==> src/rtl/core/cshuf_pkg.sv <==
// Shared constants and types for the channel shuffle / requantization block.
// Used by the controller, the datapath and the top level; depends on nothing.
package cshuf_pkg;

    localparam int MAX_CHANNELS = 64;
    localparam int ADDR_W       = $clog2(MAX_CHANNELS);
    localparam int CNT_W        = ADDR_W + 1;

    localparam int GRP_W   = 7;
    localparam int CFG_W   = 7;
    localparam int IDX_W   = 2;
    localparam int WORD_W  = 32;
    localparam int SCALE_W = 20;
    localparam int OFFS_W  = 28;
    localparam int FRAC_W  = 20;

    localparam logic [IDX_W-1:0] REG_GROUP_COUNT = 2'd0;
    localparam logic [IDX_W-1:0] REG_GROUP_DEPTH = 2'd1;
    localparam logic [IDX_W-1:0] REG_BYTE_MODE   = 2'd2;

    // Controller to datapath.
    typedef struct packed {
        logic accept;
        logic emit_init;
        logic read;
        logic cfg_write;
    } cmd_t;

    // Datapath to controller.
    typedef struct packed {
        logic pixel_done;
        logic last_read;
    } status_t;

endpackage

==> src/rtl/core/cshuf_ram.sv <==
// Generic simple dual-port RAM: one write port, one read port, registered read.
// No dependencies.
module cshuf_ram #(
    parameter int WIDTH = 32,
    parameter int DEPTH = 64
) (
    input  logic                     clk,
    input  logic                     we,
    input  logic [$clog2(DEPTH)-1:0] waddr,
    input  logic [WIDTH-1:0]         wdata,
    input  logic [$clog2(DEPTH)-1:0] raddr,
    output logic [WIDTH-1:0]         rdata
);

    logic [WIDTH-1:0] mem_reg [DEPTH];
    logic [WIDTH-1:0] rdata_reg;

    always_ff @(posedge clk)
    begin
        if (we)
        begin
            mem_reg[waddr] <= wdata;
        end
        rdata_reg <= mem_reg[raddr];
    end

    assign rdata = rdata_reg;

endmodule

==> src/rtl/core/cshuf_ctrl.sv <==
// Controller: idle/emit state machine, issues commands to the datapath.
// Depends on cshuf_pkg.
module cshuf_ctrl
    import cshuf_pkg::*;
(
    input  logic    clk,
    input  logic    rst_n,
    input  logic    start,
    input  logic    cfg_valid,
    input  status_t status,
    output cmd_t    cmd,
    output logic    busy,
    output logic    cfg_ready
);

    typedef enum logic [1:0] {
        ST_IDLE = 2'b01,
        ST_EMIT = 2'b10
    } state_t;

    state_t state_reg, state_next;

    always_comb
    begin
        state_next    = state_reg;
        cmd.accept    = 1'b0;
        cmd.emit_init = 1'b0;
        cmd.read      = 1'b0;
        cmd.cfg_write = 1'b0;
        unique case (state_reg)
            ST_IDLE:
            begin
                cmd.cfg_write = cfg_valid;
                cmd.accept    = start;
                if (start && status.pixel_done)
                begin
                    cmd.emit_init = 1'b1;
                    state_next    = ST_EMIT;
                end
            end
            ST_EMIT:
            begin
                cmd.read = 1'b1;
                if (status.last_read)
                begin
                    state_next = ST_IDLE;
                end
            end
            default:
            begin
                state_next = ST_IDLE;
            end
        endcase
    end

    always_ff @(posedge clk or negedge rst_n)
    begin
        if (!rst_n)
        begin
            state_reg <= ST_IDLE;
        end
        else
        begin
            state_reg <= state_next;
        end
    end

    assign busy      = (state_reg != ST_IDLE);
    assign cfg_ready = (state_reg == ST_IDLE);

endmodule

==> src/rtl/core/cshuf_dp.sv <==
// Datapath: config registers, requantizer, pixel buffer and transposed read walk.
// Depends on cshuf_pkg and cshuf_ram.
module cshuf_dp
    import cshuf_pkg::*;
(
    input  logic                     clk,
    input  logic                     rst_n,
    input  cmd_t                     cmd,
    output status_t                  status,
    input  logic [IDX_W-1:0]         cfg_index,
    input  logic [CFG_W-1:0]         cfg_data,
    input  logic signed [WORD_W-1:0] in_value,
    input  logic [SCALE_W-1:0]       requant_scale,
    input  logic [OFFS_W-1:0]        requant_offset,
    input  logic                     requant_bypass,
    output logic                     out_valid,
    output logic signed [WORD_W-1:0] out_value,
    output logic                     last_of_pixel
);

    localparam int PROD_W = 8 + SCALE_W;
    localparam int SUM_W  = ((PROD_W > OFFS_W) ? PROD_W : OFFS_W) + 1;
    localparam int SH_W   = SUM_W - FRAC_W;
    localparam int LEN_W  = 2 * GRP_W;
    localparam int WALK_W = GRP_W + 1;

    logic [GRP_W-1:0] group_count_reg, group_depth_reg;
    logic             byte_mode_reg;
    logic [CNT_W-1:0] fill_reg, fill_next;
    logic [GRP_W-1:0] row_reg, row_next;
    logic [CNT_W-1:0] col_reg, col_next;
    logic [ADDR_W-1:0] idx_reg, idx_next;
    logic             rd_pend_reg, last_pend_reg;

    logic [GRP_W-1:0] rows, cols;
    logic [LEN_W-1:0] grid;
    logic [CNT_W-1:0] len, col_lim;
    logic [CNT_W-1:0] col_inc;
    logic [WALK_W-1:0] idx_step;
    logic             col_end, col_last;

    logic [PROD_W-1:0] prod;
    logic [SUM_W-1:0]  sum;
    logic [SH_W-1:0]   shifted;
    logic [7:0]        byte_res;
    logic [WORD_W-1:0] wr_value;
    logic [WORD_W-1:0] rd_data;

    // Zero group size behaves as one.
    assign rows = (group_count_reg == '0) ? GRP_W'(1) : group_count_reg;
    assign cols = (group_depth_reg == '0) ? GRP_W'(1) : group_depth_reg;
    assign grid = LEN_W'(rows) * LEN_W'(cols);
    assign len  = (grid > LEN_W'(MAX_CHANNELS)) ? CNT_W'(MAX_CHANNELS) : grid[CNT_W-1:0];
    // Only columns whose first entry lies below len hold anything.
    assign col_lim = (WALK_W'(cols) < WALK_W'(len)) ? cols[CNT_W-1:0] : len;

    // Requantization (skipped on bypass): min(255, (byte*scale + offset) >> 20).
    assign prod     = PROD_W'(in_value[7:0]) * PROD_W'(requant_scale);
    assign sum      = SUM_W'(prod) + SUM_W'(requant_offset);
    assign shifted  = sum[SUM_W-1:FRAC_W];
    assign byte_res = requant_bypass ? in_value[7:0]
                    : ((shifted > SH_W'(8'hFF)) ? 8'hFF : shifted[7:0]);
    assign wr_value = byte_mode_reg ? {{(WORD_W-8){1'b0}}, byte_res} : in_value;

    assign status.pixel_done = (fill_reg + CNT_W'(1)) == len;

    // Walk down a column while the next entry exists, then move to the next column.
    assign idx_step = WALK_W'(idx_reg) + WALK_W'(cols);
    assign col_end  = (row_reg == rows - GRP_W'(1)) || (idx_step >= WALK_W'(len));
    assign col_last = (col_reg == col_lim - CNT_W'(1));
    assign col_inc  = col_reg + CNT_W'(1);
    assign status.last_read = col_end && col_last;

    always_comb
    begin
        fill_next = fill_reg;
        row_next  = row_reg;
        col_next  = col_reg;
        idx_next  = idx_reg;
        priority if (cmd.cfg_write)
        begin
            fill_next = '0;
        end
        else if (cmd.accept)
        begin
            fill_next = status.pixel_done ? '0 : fill_reg + CNT_W'(1);
        end
        if (cmd.emit_init)
        begin
            row_next = '0;
            col_next = '0;
            idx_next = '0;
        end
        else if (cmd.read)
        begin
            if (col_end)
            begin
                row_next = '0;
                col_next = col_inc;
                idx_next = col_inc[ADDR_W-1:0];
            end
            else
            begin
                row_next = row_reg + GRP_W'(1);
                idx_next = idx_step[ADDR_W-1:0];
            end
        end
    end

    always_ff @(posedge clk or negedge rst_n)
    begin
        if (!rst_n)
        begin
            group_count_reg <= GRP_W'(1);
            group_depth_reg <= GRP_W'(1);
            byte_mode_reg   <= 1'b0;
            fill_reg        <= '0;
            rd_pend_reg     <= 1'b0;
            last_pend_reg   <= 1'b0;
        end
        else
        begin
            if (cmd.cfg_write)
            begin
                unique case (cfg_index)
                    REG_GROUP_COUNT: group_count_reg <= cfg_data;
                    REG_GROUP_DEPTH: group_depth_reg <= cfg_data;
                    REG_BYTE_MODE:   byte_mode_reg   <= cfg_data[0];
                    default:         ;
                endcase
            end
            // Writes beyond the register list leave the partial pixel alone.
            if (!cmd.cfg_write || cfg_index == REG_GROUP_COUNT
                || cfg_index == REG_GROUP_DEPTH || cfg_index == REG_BYTE_MODE)
            begin
                fill_reg <= fill_next;
            end
            rd_pend_reg   <= cmd.read;
            last_pend_reg <= cmd.read && status.last_read;
        end
    end

    always_ff @(posedge clk)
    begin
        row_reg <= row_next;
        col_reg <= col_next;
        idx_reg <= idx_next;
    end

    cshuf_ram #(
        .WIDTH (WORD_W),
        .DEPTH (MAX_CHANNELS)
    ) u_ram (
        .clk   (clk),
        .we    (cmd.accept),
        .waddr (fill_reg[ADDR_W-1:0]),
        .wdata (wr_value),
        .raddr (idx_reg),
        .rdata (rd_data)
    );

    assign out_valid     = rd_pend_reg;
    assign out_value     = rd_data;
    assign last_of_pixel = last_pend_reg;

endmodule

==> src/rtl/core/channel_shuffle_requant.sv <==
// Top level of the channel shuffle with requantization.
// Depends on cshuf_pkg, cshuf_ctrl, cshuf_dp (which holds cshuf_ram).
//
//  channel   | handshake               | payload
//  ----------+-------------------------+------------------------------------------
//  input     | start & !busy           | in_value, requant_scale, requant_offset,
//            |                         | requant_bypass
//  result    | out_valid (one cycle)   | out_value, last_of_pixel
//  config    | cfg_valid & cfg_ready   | cfg_index, cfg_data
//
// Elements are accepted while busy is low and written to the pixel buffer.
// The transaction that completes a pixel of L elements sets busy while the buffer
// is read once per element; results appear in the cycle after their reads
// (registered RAM port). Emission is paced by the single buffer read port.
// Reset clears the state machine, fill count and config registers; the buffer
// contents are not cleared. Results cannot be stalled.
module channel_shuffle_requant
    import cshuf_pkg::*;
(
    input  logic                     clk,
    input  logic                     rst_n,
    input  logic                     start,
    output logic                     busy,
    input  logic signed [WORD_W-1:0] in_value,
    input  logic [SCALE_W-1:0]       requant_scale,
    input  logic [OFFS_W-1:0]        requant_offset,
    input  logic                     requant_bypass,
    output logic                     out_valid,
    output logic signed [WORD_W-1:0] out_value,
    output logic                     last_of_pixel,
    input  logic                     cfg_valid,
    output logic                     cfg_ready,
    input  logic [IDX_W-1:0]         cfg_index,
    input  logic [CFG_W-1:0]         cfg_data
);

    cmd_t    cmd;
    status_t status;

    cshuf_ctrl u_ctrl (
        .clk       (clk),
        .rst_n     (rst_n),
        .start     (start),
        .cfg_valid (cfg_valid),
        .status    (status),
        .cmd       (cmd),
        .busy      (busy),
        .cfg_ready (cfg_ready)
    );

    cshuf_dp u_dp (
        .clk            (clk),
        .rst_n          (rst_n),
        .cmd            (cmd),
        .status         (status),
        .cfg_index      (cfg_index),
        .cfg_data       (cfg_data),
        .in_value       (in_value),
        .requant_scale  (requant_scale),
        .requant_offset (requant_offset),
        .requant_bypass (requant_bypass),
        .out_valid      (out_valid),
        .out_value      (out_value),
        .last_of_pixel  (last_of_pixel)
    );

endmodule

==> config.mk <==
export PLATFORM = sky130hd
export DESIGN_NAME = channel_shuffle_requant
export DESIGN_NICKNAME = d
export VERILOG_FILES = /design/src/rtl/core/cshuf_pkg.sv /design/src/rtl/core/cshuf_ram.sv /design/src/rtl/core/cshuf_ctrl.sv /design/src/rtl/core/cshuf_dp.sv /design/src/rtl/core/channel_shuffle_requant.sv
export SDC_FILE = /design/constraint.sdc
export NUM_CORES = 2
export LEC_CHECK = 0
export ABC_AREA = 0
export BUFFER_PORTS_ARGS = -buffer_cell sky130_fd_sc_hd__buf_4
export CAP_MARGIN = 0
export CORE_ASPECT_RATIO = 0.6
export CORE_MARGIN = 1.5
export CORE_UTILIZATION = 30
export CTS_CLUSTER_DIAMETER = 100
export DETAILED_ROUTE_END_ITERATION = 8
export SLEW_MARGIN = 25
export SYNTH_ARGS = -nofsm -noshare
export SYNTH_HDL_FRONTEND = slang
export SYNTH_SLANG_ARGS = --single-unit
==> constraint.sdc <==
create_clock -name clk -period 8.8 [get_ports clk]
set_input_delay 0.44 -clock clk [delete_from_list [all_inputs] [get_ports clk]]
set_output_delay 0.44 -clock clk [all_outputs]
set_load 0.1 [all_outputs]
# Word-level counts from Yosys, hierarchy flattened

Memories as Yosys holds them, arrays and structs flattened. A register that Yosys moved wholly into a read port is not among the register bits.
Cells that the tools add are included.

Add/subtract/negate cells: 7
Multipliers: 2
Order comparisons: 4
Eq/ne operators: 10
Multiplexer cells: 21
Reduce and logical (&&, ||, !) cells: 18

Operators with widths:

| operator                                                       | count |
|---|---|
| two-way mux 7 bit                                              | 8 |
| two-way mux 32 bit                                             | 1 |
| adder 28 x 28 -> 29 bit                                        | 1 |
| multiplier 8 x 20 -> 28 bit                                    | 1 |
| adder 7 x 1 -> 7 bit, second input constant                    | 3 |
| equality test 7 bit                                            | 3 |
| two-way mux 8 bit                                              | 2 |
| greater-than comparator 14 x 7 -> 1 bit, second input constant | 1 |
| logical NOT 7 bit                                              | 2 |
| multiplier 7 x 7 -> 14 bit                                     | 1 |
| subtractor 7 x 1 -> 7 bit, second input constant               | 2 |
| AND reduction 2 bit                                            | 6 |
| greater-than comparator 9 x 8 -> 1 bit, second input constant  | 1 |
| adder 6 x 7 -> 8 bit                                           | 1 |
| greater-or-equal comparator 8 x 7 -> 1 bit                     | 1 |
| < comparator 7 bit                                             | 1 |
| two-way mux 2 bit                                              | 3 |
| two-way mux 6 bit                                              | 1 |
| != test 2 x 1 -> 1 bit, second input constant                  | 3 |
| two-way mux 1 bit                                              | 5 |
| equality test 2 x 1 -> 1 bit, second input constant            | 2 |
| equality test 2 bit, second input constant                     | 2 |
| logical OR 1 bit                                               | 4 |
| one-hot mux 2 bit (2 select lines)                             | 1 |
| 4 further kinds                                                | 6 |

Register bits after elaboration: 46
RAM bits: 2048
Input bits: 94
Output and inout bits: 36
Memories: 1

Memory list:

| name               | words | width | rd ports | clocked after Yosys merged registers in | write ports | RTL line        | source |
|---|---|---|---|---|---|---|---|
| u_dp.u_ram.mem_reg | 64    | 32    | 1        | 1                                       | 1           | cshuf_ram.sv:15 | `logic [WIDTH-1:0] mem_reg [DEPTH];` |

# Logic depth before layout (Yosys ltp)

Word-level depth: 12
Mapped depth: 36

# Cells and area by module

A second synthesis with hierarchy kept.

Cells, all modules: 4509
Area, all modules: 88772.6 µm²

Modules (own cells, without submodules):

| module     | instances | cells each | area an instance (µm²) | seq. area each (µm²) |
|---|---|---|---|---|
| cshuf_ram  | 1         | 3324       | 78515.3                | 62139.6 |
| cshuf_dp   | 1         | 1174       | 10148.5                | 1003.5 |
| cshuf_ctrl | 1         | 11         | 108.9                  | 51.3 |

# Least setup slack after synthesis

OpenSTA, ideal clock, no wires.

Path type: reg-to-reg
Start: reg u_dp.group_count_reg[1]
End: reg u_ctrl.state_reg[1]
Setup time: 0.124 ns
Arrival time: 7.612 ns
Required time: 8.676 ns
Setup slack: 1.064 ns
Cell stages (with the launch flop): 34
Clock period less this slack: 7.736 ns
Cell sequence: dfrtp_1 -> nor4_1 -> a21o_1 -> nand2_1 -> fa_1 -> fa_1 -> inv_1 -> fa_1 -> inv_1 -> fa_1 -> inv_1 -> ha_1 -> buf_6 -> a21o_1 -> a221oi_4 -> mux2i_1 -> o21ai_1 -> a211o_1 -> buf_2 -> nor3_2 -> buf_4 -> nand2_1 -> ha_1 -> o21a_1 -> o21a_1 -> o21a_1 -> o211a_1 -> nor2_1 -> a22oi_1 -> ha_1 -> xnor2_1 -> xnor2_1 -> o2111ai_1 -> a211o_1

Longest elaborated chain between the ends: 12
Elaborated cells on any way between the ends: 19
Those cells by class: 2 x add/sub; 1 x mul; 3 x order compare; 5 x eq/ne; 3 x mux; 5 x reduce/logical

RTL lines:

| item                                    | RTL line         | source |
|---|---|---|
| start, declared                         | cshuf_dp.sv:27   | `logic [GRP_W-1:0] group_count_reg, group_depth_reg;` |
| start signal, assigned                  | cshuf_dp.sv:126  | `REG_GROUP_COUNT: group_count_reg <= cfg_data;` |
| logical NOT 7 bit                       | cshuf_dp.sv:50   | `assign rows = (group_count_reg == '0) ? GRP_W'(1) : group_count_reg;` |
| two-way mux 7 bit (*)                   | cshuf_dp.sv:50   |  |
| multiplier 7 x 7 -> 14 bit              | cshuf_dp.sv:52   | `assign grid = LEN_W'(rows) * LEN_W'(cols);` |
| greater-than comparator 14 x 7 -> 1 bit | cshuf_dp.sv:53   | `assign len = (grid > LEN_W'(MAX_CHANNELS)) ? CNT_W'(MAX_CHANNELS) : grid[CNT_W-1:0];` |
| two-way mux 7 bit                       | cshuf_dp.sv:53   |  |
| < comparator 7 bit                      | cshuf_dp.sv:55   | `assign col_lim = (WALK_W'(cols) < WALK_W'(len)) ? cols[CNT_W-1:0] : len;` |
| two-way mux 7 bit                       | cshuf_dp.sv:55   |  |
| subtractor 7 x 1 -> 7 bit               | cshuf_dp.sv:70   | `assign col_last = (col_reg == col_lim - CNT_W'(1));` |
| equality test 7 bit                     | cshuf_dp.sv:70   |  |
| logical AND 1 bit                       | cshuf_dp.sv:72   | `assign status.last_read = col_end && col_last;` |
| != test 2 x 1 -> 1 bit (no line)        | --               |  |
| AND reduction 2 bit (no line) (*)       | --               |  |
| end signal, assigned                    | cshuf_ctrl.sv:64 | `state_reg <= state_next;` |
| end, declared                           | cshuf_ctrl.sv:21 | `state_t state_reg, state_next;` |

Every way passes the cells marked *; elsewhere a longest branch is shown, timed or not.
A chain may end at the register's enable or synchronous reset.

# Worst setup path in the final report

Ends and elaborated chain as after synthesis.

==> run_summary.xml <==
<?xml version="1.0" encoding="UTF-8"?>
<metrics>
  <group name="clock_network">
    <metric name="clock_sink_count" unit="">2126</metric>
    <metric name="cts_buffers" unit="">189</metric>
    <metric name="cts_tree" unit="">done</metric>
    <metric name="cts_root_buffer" unit="">sky130_fd_sc_hd__clkbuf_16</metric>
    <metric name="clk_transition_reported_paths" unit="ns">0.07</metric>
    <metric name="clock_tree_buffer_depth" unit="">4</metric>
    <metric name="worstSkewPairLatency" unit="ns">0.84</metric>
    <metric name="cts_max_level" unit="">4</metric>
  </group>
  <group name="timing">
    <metric name="total_negative_slack_for_setup_checks" unit="ns">0</metric>
    <metric name="layout_worst_path_cycle_share" unit="">0.9528</metric>
    <metric name="relSlewSlack" unit="">0.2524</metric>
    <metric name="final-setup-viol-count" unit="">0</metric>
    <metric name="timing_hold_violations_final" unit="">0</metric>
    <metric name="setup_slack" unit="ns">0.4156</metric>
    <metric name="fin_crit" unit="ns">8.384</metric>
    <metric name="timing.final.max_slew_violations" unit="">0</metric>
    <metric name="skew" unit="ns">0.04924</metric>
    <metric name="grt_setup_unrepaired" unit="">false</metric>
    <metric name="slew_at_the_pin_with_the_worst_max_slew_slack" unit="ns">1.118</metric>
    <metric name="fmax" unit="MHz">119.3</metric>
  </group>
  <group name="synthesis">
    <metric name="synth_area_per_cell" unit="sq um">20.93</metric>
    <metric name="syn_inst" unit="">4246</metric>
    <metric name="synth.cells.most_frequent" unit="">2048 x sky130_fd_sc_hd__edfxtp_1, 668 x sky130_fd_sc_hd__mux4_2, 195 x sky130_fd_sc_hd__inv_1</metric>
    <metric name="synth-async-reset-ratio" unit="">0.01223</metric>
    <metric name="post_synth_instance_area" unit="sq um">88850</metric>
    <metric name="synth_flop_cell" unit="">sky130_fd_sc_hd__edfxtp_1</metric>
    <metric name="seq_area_frac_synth" unit="">0.7113</metric>
    <metric name="synth_top_area_frac" unit="">0.6922</metric>
    <metric name="synth-edff-count" unit="">2048</metric>
    <metric name="synth_top_cell_by_area" unit="">sky130_fd_sc_hd__edfxtp_1</metric>
    <metric name="ys_ff_latch" unit="">2126</metric>
    <metric name="synth_fp_nets" unit="">4599</metric>
    <metric name="yosys.cell_types.count" unit="">73</metric>
    <metric name="synthesis.yosys.warnings" unit="">0</metric>
    <metric name="post-synth-top-count-cell" unit="">sky130_fd_sc_hd__edfxtp_1</metric>
    <metric name="synth.top_cells.by_area" unit="">sky130_fd_sc_hd__edfxtp_1 69%, sky130_fd_sc_hd__mux4_2 17%, sky130_fd_sc_hd__fa_1 3.6%</metric>
  </group>
  <group name="power">
    <metric name="power.ir.vdd_worst" unit="mV">0.3708</metric>
    <metric name="power_leakage" unit="uW">0.03279</metric>
    <metric name="total_power_consumption" unit="uW">32920</metric>
    <metric name="power-per-cell-area" unit="nW/um^2">323.0</metric>
  </group>
  <group name="global_route">
    <metric name="groute.usage.overall" unit="">0.1593</metric>
    <metric name="gr-total-overflow" unit="">0</metric>
    <metric name="maximum_number_of_pins_on_one_net_before_global_route_repair" unit="">151</metric>
    <metric name="first_global_vias" unit="">43928</metric>
    <metric name="grt_antenna_before_repair" unit="">27</metric>
    <metric name="grt_first_pass_wirelength" unit="um">341400</metric>
  </group>
  <group name="drt">
    <metric name="routed_wl" unit="um">242800</metric>
    <metric name="drt_drc_violations_left" unit="">0</metric>
    <metric name="drt_first_pass_iters" unit="">6</metric>
    <metric name="avgRoutedWirePerCell" unit="um">28.36</metric>
    <metric name="final_antenna_net_count" unit="">0</metric>
    <metric name="first_iter_violations" unit="">7521</metric>
    <metric name="total_number_of_vias" unit="">44662</metric>
    <metric name="via_cell_ratio" unit="">5.216</metric>
  </group>
  <group name="placed_design">
    <metric name="io_buffer_count" unit="">129</metric>
    <metric name="dp_slack" unit="ns">0.3199</metric>
    <metric name="routability_congestion_estimate" unit="">0.8684</metric>
    <metric name="place_inst" unit="">8205</metric>
    <metric name="hpwl_after_detailed_placement" unit="um">138700</metric>
  </group>
  <group name="cells_and_area">
    <metric name="layout-area-overhead-vs-synth" unit="%">14.73</metric>
    <metric name="number_of_flip_flops_under_the_largest_register_name" unit="">2048</metric>
    <metric name="finish.cell_count_without_fillers" unit="">8562</metric>
    <metric name="n_fill_cell" unit="">27083</metric>
    <metric name="final_layout_size_suffix_gt1_frac" unit="">0.2889</metric>
    <metric name="finalNetCount" unit="">4860</metric>
  </group>
  <group name="min_path">
    <metric name="hold_path.class" unit="">primary input to asynchronous set/reset pin</metric>
  </group>
  <group name="worst_setup_path">
    <metric name="ff2ff_path_depth" unit="">30</metric>
    <metric name="cp.depth" unit="">30</metric>
    <metric name="path_delay_family" unit="">compound AO/OA/AOI/OAI gates</metric>
    <metric name="crit_arrival" unit="ns">9.10</metric>
    <metric name="required" unit="ns">9.52</metric>
    <metric name="crit_top_cell" unit="">sky130_fd_sc_hd__fa_1</metric>
    <metric name="cpPeakStageDelay" unit="ns">0.53</metric>
    <metric name="timing.critical_path.to_type" unit="">register</metric>
    <metric name="critical_path.n_buffers_inverters" unit="">3</metric>
    <metric name="cp_max_fo" unit="">11</metric>
    <metric name="critPathSlowestCell" unit="">sky130_fd_sc_hd__fa_1</metric>
    <metric name="kind_of_critical_path" unit="">register to register</metric>
    <metric name="worst_setup_path_start_kind" unit="">register</metric>
  </group>
  <group name="floorplanning">
    <metric name="core-area" unit="sq um">294000</metric>
    <metric name="number_of_top_level_pins" unit="">130</metric>
    <metric name="rows" unit="">154</metric>
    <metric name="die_width" unit="um">705.6</metric>
    <metric name="fp.dieArea" unit="sq um">299500</metric>
    <metric name="die-height" unit="um">424.5</metric>
    <metric name="starting_density_of_the_core" unit="">0.3022</metric>
  </group>
  <group name="outcome">
    <metric name="status" unit="">finished, final reports clean</metric>
  </group>
  <group name="run">
    <metric name="max_cap_violations" unit="">0</metric>
  </group>
</metrics>
-- kinds of logic (layout without fill, tap and decap cells) --
kind of cell	count (synthesis)	in the layout	share of synthesized area
flip-flops	2126	2126	0.7113
multiplexers	703	703	0.1736
AND/OR/NAND/NOR	521	521	0.02840
buffers and inverters	409	815	0.01760
adder cells (fa/ha/maj)	259	259	0.04991
AO/OA/AOI/OAI	172	172	0.01370
XOR/XNOR	56	56	0.005520
other	0	10	0
-- layout make-up --
cell class	instances	area [sq um]	area share
Antenna cell	10	25.02	0.0002455
Clock buffer	243	5056	0.04960
Clock inverter	93	870.8	0.008543
Inverter	195	732.0	0.007180
Multi-Input combinational cell	1711	24870	0.2440
Sequential cell	2126	63210	0.6201
Tap cell	3900	4880	0.04787
Timing Repair Buffer	284	2290	0.02246
-- power by group --
| part | switching (uW) | internal (uW) | leakage [uW] |
|---|---|---|---|
| logic | 7510 | 4950 | 0.0105 |
| registers | 384 | 11900 | 0.0194 |
| clock network | 3680 | 4500 | 0.00289 |
| total | 11600 | 21300 | 0.0328 |
-- layout by cell type, fill, tap and decap left out, types with 7 or more instances in the layout --
cell type	n
sky130_fd_sc_hd__o211ai_1	15
sky130_fd_sc_hd__nand2_1	159
sky130_fd_sc_hd__o21ai_0	24
sky130_fd_sc_hd__ha_1	100
sky130_fd_sc_hd__a21oi_1	37
sky130_fd_sc_hd__fa_1	159
sky130_fd_sc_hd__nor2b_4	24
sky130_fd_sc_hd__nor2b_1	15
sky130_fd_sc_hd__dfxtp_1	46
sky130_fd_sc_hd__nand3_1	20
sky130_fd_sc_hd__mux2i_1	12
sky130_fd_sc_hd__dfrtp_1	22
sky130_fd_sc_hd__dlygate4sd3_1	9
sky130_fd_sc_hd__bufinv_16	15
sky130_fd_sc_hd__buf_4	266
sky130_fd_sc_hd__clkbuf_16	192
sky130_fd_sc_hd__inv_1	195
sky130_fd_sc_hd__clkinv_2	30
sky130_fd_sc_hd__mux2_2	23
sky130_fd_sc_hd__a31oi_4	7
sky130_fd_sc_hd__clkinv_1	32
sky130_fd_sc_hd__a21o_1	13
sky130_fd_sc_hd__edfxtp_1	2048
sky130_fd_sc_hd__mux4_2	668
sky130_fd_sc_hd__diode_2	10
sky130_fd_sc_hd__xnor2_1	35
sky130_fd_sc_hd__and2_1	102
sky130_fd_sc_hd__nand4_1	8
sky130_fd_sc_hd__nor3_1	17
sky130_fd_sc_hd__nor2_4	64
sky130_fd_sc_hd__a31oi_1	9
sky130_fd_sc_hd__clkbuf_1	45
sky130_fd_sc_hd__xor2_1	21
sky130_fd_sc_hd__and3_1	10
sky130_fd_sc_hd__nor2_1	69
-- metal layers --
metal,up-vias,GRT usage,share of wire
met4,2,0.02814,0.017
met1,24329,0.2597,0.46
met3,261,0.03457,0.11
li1,17718,-,-
met5,-,0,0.000045
met2,2352,0.2166,0.41
-- final timing paths --
kind / start / end / slack (ns)
max: u_dp.group_count_reg[1]$_DFFE_PN0P_ / u_ctrl.state_reg[1]$_DFFE_PN0P_ / 0.42
min: rst_n / u_dp.group_depth_reg[4]$_DFFE_PN0P_ / 0.07
max reg2reg: u_dp.group_count_reg[1]$_DFFE_PN0P_ / u_ctrl.state_reg[1]$_DFFE_PN0P_ / 0.42
min reg2reg: u_dp.row_reg[1]$_SDFFE_PP0P_ / u_dp.row_reg[1]$_SDFFE_PP0P_ / 0.51
max in group asynchronous: rst_n / u_ctrl.state_reg[0]$_DFFE_PN1P_ / 8.39
min in group clk: cfg_index[1] / u_dp.group_count_reg[1]$_DFFE_PN0P_ / 0.10
-- repair_timing --
action	in CTS	in global routing
endpoints found under the hold margin	41	0
buffers inserted	0	1
gates resized for setup	0	2
hold buffers	9	0
setup endpoints to repair	0	3
-- stage by stage --
stage          hold WS (ns)    util  area [sq um]
6_report            0.07405  0.3467        101900
5_1_grt             0.06088  0.3466        101900
4_1_cts             0.01869  0.3464        101900
3_5_place_dp         0.3897  0.3260         95850
3_3_place_gp         0.3830  0.3258         95790
2_1_floorplan        0.1444       -         88850
(Power assumes the default switching activity.)
